`config.mk`:
```
export PLATFORM = sky130hd
export DESIGN_NAME = shell_command_lexer
export DESIGN_NICKNAME = d
export VERILOG_FILES = /design/src/hdl/slc_pkg.sv /design/src/hdl/slc_lexer.sv /design/src/hdl/slc_out_buf.sv /design/src/hdl/shell_command_lexer.sv
export SDC_FILE = /design/constraint.sdc
export NUM_CORES = 1
export LEC_CHECK = 0
export ABC_CLOCK_PERIOD_IN_PS = 2800
export BUFFER_PORTS_ARGS = -buffer_cell sky130_fd_sc_hd__buf_4
export CORE_MARGIN = 3
export CORE_UTILIZATION = 45
export CTS_BUF_LIST = sky130_fd_sc_hd__clkbuf_8
export DETAILED_ROUTE_END_ITERATION = 8
export HOLD_SLACK_MARGIN = 0.06
export PLACE_DENSITY_LB_ADDON = 0.05
export SETUP_SLACK_MARGIN = 0.05
export SLEW_MARGIN = 40
export SYNTH_ARGS = -nofsm -noshare
export SYNTH_HDL_FRONTEND = slang
export SYNTH_SLANG_ARGS = --single-unit
```
`constraint.sdc`:
```
create_clock -name aclk -period 2.8 [get_ports aclk]
set_clock_uncertainty 0.15 [all_clocks]
set_input_delay 0.14 -clock aclk [delete_from_list [all_inputs] [get_ports aclk]]
set_output_delay 0.14 -clock aclk [all_outputs]
set_load 0.05 [all_outputs]
```
`src/hdl/slc_pkg.sv`:
```
// ----------------------------------------------------------------------------
// slc_pkg: shared types and constants for the shell command lexer
// Character codes, result kinds, operator codes and the beat record that
// travels from the lexer stage to the result buffer.
// ----------------------------------------------------------------------------
package slc_pkg;

    // result kinds
    localparam logic [1:0] KIND_BYTE      = 2'd0;
    localparam logic [1:0] KIND_END_TOKEN = 2'd1;
    localparam logic [1:0] KIND_END_LINE  = 2'd2;

    // characters of interest
    localparam logic [7:0] CH_NUL   = 8'h00;
    localparam logic [7:0] CH_AMP   = 8'h26;
    localparam logic [7:0] CH_BAR   = 8'h7C;
    localparam logic [7:0] CH_SEMI  = 8'h3B;
    localparam logic [7:0] CH_LT    = 8'h3C;
    localparam logic [7:0] CH_GT    = 8'h3E;
    localparam logic [7:0] CH_DQ    = 8'h22;
    localparam logic [7:0] CH_SQ    = 8'h27;
    localparam logic [7:0] CH_BSL   = 8'h5C;
    localparam logic [7:0] CH_LF    = 8'h0A;
    localparam logic [7:0] CH_SPACE = 8'h20;
    localparam logic [7:0] CH_TAB   = 8'h09;
    localparam logic [7:0] CH_CR    = 8'h0D;

    // operator codes
    localparam logic [2:0] OP_NONE = 3'd0;
    localparam logic [2:0] OP_AMP  = 3'd1;
    localparam logic [2:0] OP_BAR  = 3'd2;
    localparam logic [2:0] OP_SEMI = 3'd3;
    localparam logic [2:0] OP_LT   = 3'd4;
    localparam logic [2:0] OP_GT   = 3'd5;

    typedef struct packed {
        logic [1:0] kind;
        logic [7:0] token_byte;
        logic       operator_token;
        logic       last;
    } result_t;

    // up to two results from one byte
    typedef struct packed {
        logic [1:0] count;
        result_t    r0;
        result_t    r1;
    } push_t;

    function automatic logic [2:0] op_code(input logic [7:0] c);
        logic [2:0] code;
        unique case (c)
            CH_AMP:  code = OP_AMP;
            CH_BAR:  code = OP_BAR;
            CH_SEMI: code = OP_SEMI;
            CH_LT:   code = OP_LT;
            CH_GT:   code = OP_GT;
            default: code = OP_NONE;
        endcase
        return code;
    endfunction

    function automatic logic pair_ok(input logic [2:0] first, input logic [2:0] second);
        logic ok;
        unique case (second)
            OP_AMP:  ok = (first == OP_AMP) || (first == OP_LT) || (first == OP_GT);
            OP_BAR:  ok = (first == OP_BAR) || (first == OP_GT);
            OP_SEMI: ok = (first == OP_SEMI);
            OP_LT:   ok = (first == OP_LT);
            OP_GT:   ok = (first == OP_GT) || (first == OP_LT);
            default: ok = 1'b0;
        endcase
        return ok;
    endfunction

    function automatic logic is_blank(input logic [7:0] c);
        return (c == CH_SPACE) || ((c >= CH_TAB) && (c <= CH_CR));
    endfunction

endpackage

```
`src/hdl/slc_lexer.sv`:
```
// ----------------------------------------------------------------------------
// slc_lexer: input register and lexer state
// Holds one input byte, classifies it against the quote/escape/operator
// state and hands up to two results to the result buffer in one step.
// ----------------------------------------------------------------------------
module slc_lexer import slc_pkg::*; (
    input  logic       aclk,
    input  logic       aresetn,
    input  logic       s_valid,
    output logic       s_ready,
    input  logic [7:0] s_in_byte,
    input  logic       buf_ready,
    output logic       push_valid,
    output push_t      push
);

    typedef struct packed {
        logic       esc;
        logic       sq;
        logic       dq;
        logic       op_open;
        logic [2:0] op_first;
        logic       tok_ne;
    } lex_state_t;

    logic       in_valid_reg;
    logic [7:0] in_byte_reg;
    lex_state_t st_reg;
    lex_state_t st_next;
    logic       consume;
    result_t    res [2];
    logic [1:0] n;

    assign consume    = in_valid_reg && buf_ready;
    assign s_ready    = !in_valid_reg || consume;
    assign push_valid = consume;

    always_comb begin
        logic [7:0] c;
        logic [2:0] code;
        c        = in_byte_reg;
        code     = op_code(c);
        st_next  = st_reg;
        n        = 2'd0;
        res[0]   = '0;
        res[1]   = '0;

        if (c == CH_NUL) begin
            // drop: no results, no state change
        end else if (st_reg.esc || st_reg.sq || st_reg.dq) begin
            if (c == CH_SQ && st_reg.sq && !st_reg.esc) begin
                st_next.sq = 1'b0;
            end else if (c == CH_DQ && st_reg.dq && !st_reg.esc) begin
                st_next.dq = 1'b0;
            end else if (c == CH_LF && st_reg.esc) begin
                st_next.esc = 1'b0;
            end else begin
                res[0]         = '{KIND_BYTE, c, 1'b0, 1'b0};
                n              = 2'd1;
                st_next.tok_ne = 1'b1;
                st_next.esc    = 1'b0;
            end
        end else if (code != OP_NONE) begin
            if (st_reg.op_open && pair_ok(st_reg.op_first, code)) begin
                res[0]           = '{KIND_BYTE, c, 1'b1, 1'b0};
                res[1]           = '{KIND_END_TOKEN, 8'h00, 1'b1, 1'b0};
                n                = 2'd2;
                st_next.tok_ne   = 1'b0;
                st_next.op_open  = 1'b0;
                st_next.op_first = OP_NONE;
            end else begin
                if (st_reg.tok_ne) begin
                    res[0] = '{KIND_END_TOKEN, 8'h00, st_reg.op_open, 1'b0};
                    res[1] = '{KIND_BYTE, c, 1'b1, 1'b0};
                    n      = 2'd2;
                end else begin
                    res[0] = '{KIND_BYTE, c, 1'b1, 1'b0};
                    n      = 2'd1;
                end
                st_next.tok_ne   = 1'b1;
                st_next.op_open  = 1'b1;
                st_next.op_first = code;
            end
        end else if (c == CH_BSL || c == CH_SQ || c == CH_DQ) begin
            if (st_reg.op_open) begin
                res[0]           = '{KIND_END_TOKEN, 8'h00, 1'b1, 1'b0};
                n                = 2'd1;
                st_next.tok_ne   = 1'b0;
                st_next.op_open  = 1'b0;
                st_next.op_first = OP_NONE;
            end
            if (c == CH_BSL) begin
                st_next.esc = 1'b1;
            end else if (c == CH_SQ) begin
                st_next.sq = 1'b1;
            end else begin
                st_next.dq = 1'b1;
            end
        end else if (c == CH_LF) begin
            if (st_reg.tok_ne) begin
                res[0] = '{KIND_END_TOKEN, 8'h00, st_reg.op_open, 1'b0};
                res[1] = '{KIND_END_LINE, 8'h00, 1'b0, 1'b0};
                n      = 2'd2;
            end else begin
                res[0] = '{KIND_END_LINE, 8'h00, 1'b0, 1'b0};
                n      = 2'd1;
            end
            st_next = '0;
        end else if (is_blank(c)) begin
            if (st_reg.tok_ne) begin
                res[0] = '{KIND_END_TOKEN, 8'h00, st_reg.op_open, 1'b0};
                n      = 2'd1;
            end
            st_next.tok_ne   = 1'b0;
            st_next.op_open  = 1'b0;
            st_next.op_first = OP_NONE;
        end else begin
            if (st_reg.op_open) begin
                res[0] = '{KIND_END_TOKEN, 8'h00, 1'b1, 1'b0};
                res[1] = '{KIND_BYTE, c, 1'b0, 1'b0};
                n      = 2'd2;
            end else begin
                res[0] = '{KIND_BYTE, c, 1'b0, 1'b0};
                n      = 2'd1;
            end
            st_next.tok_ne   = 1'b1;
            st_next.op_open  = 1'b0;
            st_next.op_first = OP_NONE;
        end

        // mark the final result of this byte
        if (n == 2'd2) begin
            res[1].last = 1'b1;
        end else if (n == 2'd1) begin
            res[0].last = 1'b1;
        end
    end

    assign push.count = n;
    assign push.r0    = res[0];
    assign push.r1    = res[1];

    always_ff @(posedge aclk) begin
        if (!aresetn) begin
            in_valid_reg <= 1'b0;
            st_reg       <= '0;
        end else begin
            if (s_valid && s_ready) begin
                in_valid_reg <= 1'b1;
            end else if (consume) begin
                in_valid_reg <= 1'b0;
            end
            if (consume) begin
                st_reg <= st_next;
            end
        end
    end

    always_ff @(posedge aclk) begin
        if (s_valid && s_ready) begin
            in_byte_reg <= s_in_byte;
        end
    end

endmodule

```
`src/hdl/slc_out_buf.sv`:
```
// ----------------------------------------------------------------------------
// slc_out_buf: two-entry result buffer
// Takes all results of one byte at once and plays them out one beat at a time.
// ----------------------------------------------------------------------------
module slc_out_buf import slc_pkg::*; (
    input  logic       aclk,
    input  logic       aresetn,
    input  logic       push_valid,
    input  push_t      push,
    output logic       buf_ready,
    output logic       m_valid,
    input  logic       m_ready,
    output logic [1:0] m_kind,
    output logic [7:0] m_token_byte,
    output logic       m_operator_token,
    output logic       m_last
);

    logic [1:0] count_reg;
    logic [1:0] count_next;
    result_t    ent_reg [2];
    logic       pop;

    assign m_valid   = (count_reg != 2'd0);
    assign pop       = m_valid && m_ready;
    // empty now, or emptied by this cycle's pop
    assign buf_ready = (count_reg == 2'd0) || ((count_reg == 2'd1) && m_ready);

    assign m_kind           = ent_reg[0].kind;
    assign m_token_byte     = ent_reg[0].token_byte;
    assign m_operator_token = ent_reg[0].operator_token;
    assign m_last           = ent_reg[0].last;

    always_comb begin
        count_next = count_reg;
        if (push_valid) begin
            count_next = push.count;
        end else if (pop) begin
            count_next = count_reg - 2'd1;
        end
    end

    always_ff @(posedge aclk) begin
        if (!aresetn) begin
            count_reg <= 2'd0;
        end else begin
            count_reg <= count_next;
        end
    end

    always_ff @(posedge aclk) begin
        if (push_valid) begin
            ent_reg[0] <= push.r0;
            ent_reg[1] <= push.r1;
        end else if (pop) begin
            ent_reg[0] <= ent_reg[1];
        end
    end

endmodule

```
`src/hdl/shell_command_lexer.sv`:
```
// ----------------------------------------------------------------------------
// shell_command_lexer: streaming tokeniser for command-line text
// Splits raw command text, one byte a beat, into token bytes, end-of-token
// and end-of-line events.
//
// Usage:
//   Input channel s_valid / s_ready / s_in_byte carries one raw byte a beat.
//   Result channel m_valid / m_ready carries one event a beat: m_kind
//   (0 token byte, 1 end of token, 2 end of line), m_token_byte, the
//   m_operator_token mark and m_last, high on the final event of a byte.
//   An accepted byte passes the input register, then the two-entry result
//   buffer, before its first event shows.
//   Throughput: one byte per cycle when each byte gives at most one event
//   and m_ready is high; a two-event byte holds the input until its first
//   event has left, as the buffer plays out one event a beat. Zero bytes give
//   no event and pass at one a cycle while the buffer has room.
//   Reset (aresetn low, synchronous) empties both registers and clears all
//   quote, escape and operator flags.
//   When the receiver stalls, the buffered events hold on m_* and the input
//   register fills; s_ready drops until the buffer can take the next byte.
// ----------------------------------------------------------------------------
module shell_command_lexer import slc_pkg::*; (
    input  logic       aclk,
    input  logic       aresetn,
    input  logic       s_valid,
    output logic       s_ready,
    input  logic [7:0] s_in_byte,
    output logic       m_valid,
    input  logic       m_ready,
    output logic [1:0] m_kind,
    output logic [7:0] m_token_byte,
    output logic       m_operator_token,
    output logic       m_last
);

    // handover from the lexer stage to the result buffer
    logic  buf_ready;
    logic  push_valid;
    push_t push;

    // classify the held byte and advance the lexer flags
    slc_lexer u_lexer (
        .aclk       (aclk),
        .aresetn    (aresetn),
        .s_valid    (s_valid),
        .s_ready    (s_ready),
        .s_in_byte  (s_in_byte),
        .buf_ready  (buf_ready),
        .push_valid (push_valid),
        .push       (push)
    );

    // hold up to two events and stream them out
    slc_out_buf u_out_buf (
        .aclk             (aclk),
        .aresetn          (aresetn),
        .push_valid       (push_valid),
        .push             (push),
        .buf_ready        (buf_ready),
        .m_valid          (m_valid),
        .m_ready          (m_ready),
        .m_kind           (m_kind),
        .m_token_byte     (m_token_byte),
        .m_operator_token (m_operator_token),
        .m_last           (m_last)
    );

endmodule

```
==> qor.csv <==
stage;metric;value;unit
global_route;grt ovf;0;
power;total design power;1.91;mW
critical_path;Reg-to-Reg End;u_out_buf.ent_reg[0][6];
critical_path;Worst path max stage delay;0.56;ns
global_route;initial antenna violation count;0;
clock_tree;worst skew pair latency;0.30;ns
synth;Post-Syn Nets;263;
synth;Cells after Synth;249;
layout;Fillers;456;
sta;worst-margin pin slew;0.690;ns
critical_path;Reg2Reg Launch Point;u_lexer.in_byte_reg[4];
critical_path;worst reg-to-reg setup slack;0.08;ns
critical_path;Critical-path top delay cell;edfxtp_1;
layout;final net count;327;
critical_path;Crit Path Class;register to register;
placement;Placement Cell Area;0.00293;mm2
global_route;met1 Use GR;0.292;
global_route;global-route wire length before repair;10500;um
sta;PnR worst setup slack;0.0788;ns
synth;Synth warnings;0;
layout;commonest non-fill, non-tap cell in the layout;buf_4;
critical_path;Crit. End Element;register;
drt;post-DR vias/cell;5.82;
clock_tree;H-tree levels;2;
critical_path;CP cell instances;nor4b_2 > o21bai_1 > nand2_1 > mux2_4 > o211ai_4 > a2111oi_4 > a221o_1;
clock_tree;CTS Root Cell;clkbuf_8;
layout;max FFs per register;24;
drt;Post-Route WL;6620;um
layout;commonest non-fill, non-tap cells in the layout;buf_4, edfxtp_1, nand2_1;
floorplan;Top Ports;26;
synth;synthesized cell area;0.00253;mm2
sta;Tmin final;2.72;ns
synth;Seq cells post-synth;43;
clock_tree;CTS max path bufs;2;
drt;DRC Markers;0;
layout;share of layout cells above drive strength 1;0.299;
synth;EDFF count, synth;32;
layout;design area;0.00330;mm2
layout;Diodes inserted;0;
drt;number of routed nets with antenna violations;0;
drt;Pre-antenna DRT Iters;4;
power;leak pwr;1.21;nW
floorplan;Initial Util;0.481;
synth;async set or reset register ratio after synthesis;0;
global_route;vias in the first global route;2078;
sta;Final period util;0.972;
floorplan;Site Rows;26;
synth;Syn Area/Cell;10.2;um2
synth;Netlist cell types;66;
sta;max frequency;367;MHz
hold_path;HP Start;m_ready;
critical_path;worst reg2reg path depth;7;
sta;Final Hold Vio Count;0;
layout;utilization after layout;0.627;
floorplan;core area;0.00527;mm2
global_route;M3 GR Usage;0.0443;
sta;Final Slew Violations;0;
synth;Top FF cell, synth;edfxtp_1;
placement;gpl congestion;0.872;
global_route;met2 track demand over resource;0.324;
layout;Layout Area Growth over Synthesis;30.3;%
placement;port bufs;25;
synth;Seq/Total Area, Yosys;0.466;
clock_tree;cts bufs inserted;5;
placement;pre-CTS setup slack;0.0521;ns
layout;Final Non-Filler Cells;384;
run_status;status;finished, final reports clean;
global_route;GR Util All Layers;0.209;
floorplan;Chip Width;81.1;um
hold_path;min-delay worst type;input port to register;
critical_path;Critical Path RT;2.71;ns
job;max_cap viols;0;
critical_path;CP startpoint kind;register;
sta;RSZ-0062 raised after global routing;yes;
floorplan;die area;0.00657;mm2
clock_tree;Clock Sinks;43;
clock_tree;CTS tree;done;
drt;DR iter-0 viols;243;
global_route;layer carrying the most global-route usage;met2;
sta;Slew HR;0.536;
power;Power Density;579;mW/mm2
critical_path;Crit Path Max Fanout;8;
floorplan;Die Y;81.1;um
placement;DP HPWL;4750;um
critical_path;WP data arrival;2.63;ns
drt;via count;2234;
hold_path;worst hold endpoint;u_lexer.in_valid_reg;
global_route;largest net degree at the start of global routing;17;
drt;WL/cell;17.2;um
placement;# placed instances;354;
hold_path;Min-Delay Path Depth;4;
sta;final setup violating endpoints;0;
clock_tree;clock-pin slew on the worst setup and hold paths;0.08;ns
power;Peak VDD IR;278;uV
-- worst max-delay path by stage --
stage | from | end | slack [ns] | depth (start not counted)
5_1_grt | u_lexer.in_byte_reg[4] | u_out_buf.ent_reg[1][0] | -0.06 | 7
3_5_place_dp | u_lexer.in_byte_reg[0] | u_out_buf.ent_reg[0][6] | 0.05 | 7
3_3_place_gp | u_lexer.in_byte_reg[0] | u_out_buf.ent_reg[0][6] | 0.05 | 7
4_1_cts | u_lexer.in_byte_reg[2] | u_out_buf.ent_reg[0][7] | 0.05 | 8
6_report | u_lexer.in_byte_reg[4] | u_out_buf.ent_reg[0][6] | 0.08 | 7
2_1_floorplan | u_out_buf.count_reg[0] | u_lexer.st_reg[5] | 0.31 | 8
-- area by class of cell --
class / instances / area [um2] / share of cell area
Multi-Input combinational cell: 184 / 1310 / 0.396
Sequential cell: 43 / 1180 / 0.358
Timing Repair Buffer: 72 / 567 / 0.172
Tap cell: 70 / 87.6 / 0.0265
Clock buffer: 5 / 68.8 / 0.0208
Clock inverter: 3 / 63.8 / 0.0193
Inverter: 7 / 26.3 / 0.00796
-- layer usage --
layer / share of wire / vias to the layer above
li1: - / 1083
met1: 0.47 / 1061
met2: 0.47 / 83
met3: 0.060 / 7
met4: 0.0097 / 0
met5: 0 / -
-- worst max-delay path, delay by kind of cell (launching register included) --
family	cells	cell delay, ns
AO/OA/AOI/OAI	4	0.90
flip-flops	1	0.56
AND/OR/NAND/NOR	2	0.51
multiplexers	1	0.36
-- repair_timing --
action / in CTS / in global routing
buffers inserted: 3 / 9
endpoints found under the setup margin: 4 / 19
hold buffers: 10 / 0
pin swaps: 0 / 3
hold endpoints to repair: 12 / 0
resized for setup: 0 / 12
cloned: 0 / 0
-- logic make-up (layout without fill, tap and decap cells) --
kind of cell             after synthesis  count (layout)  synth area share
AO/OA/AOI/OAI                         76              76             0.238
XOR/XNOR                               3               3            0.0104
adder cells (fa/ha/maj)                2               2           0.00987
buffers and inverters                 22              87            0.0370
flip-flops                            43              43             0.466
multiplexers                           3               3            0.0138
AND/OR/NAND/NOR                      100             100             0.225
-- through the flow --
stage | TNS [ns] | hold WS, ns
after CTS | 0 | 0.101
after floorplan | 0 | 0.0889
after detailed placement | 0 | 0.170
after global routing | -0.159 | 0.120
final | 0 | 0.102
after global placement | 0 | 0.169
-- cell usage after synthesis (all sizes together) (3+ instances only) --
master,instances,area (um2)
inv,6,22.5
nor2,23,86.3
nor4b,3,38.8
or3,7,48.8
nor3,6,35.0
o41ai,4,42.6
dfxtp,11,220
a2111oi,4,78.8
nand3,3,15.0
a22oi,6,45.0
o211ai,3,36.3
clkbuf,8,30.0
and3,5,31.3
nor2b,5,31.3
buf,7,37.5
xnor2,3,26.3
o31ai,3,22.5
nand2,27,101
a21oi,12,60.1
edfxtp,32,961
a211o,3,26.3
o21ai,19,95.1
a211oi,3,22.5
-- power by group --
| group | internal (mW) | switching, mW | leakage, nW |
|---|---|---|---|
| Combinational | 0.192 | 0.332 | 0.748 |
| Sequential | 0.773 | 0.0389 | 0.394 |
| Clock | 0.353 | 0.224 | 0.0695 |
| Total | 1.32 | 0.595 | 1.21 |
(Power assumes the default switching activity.)
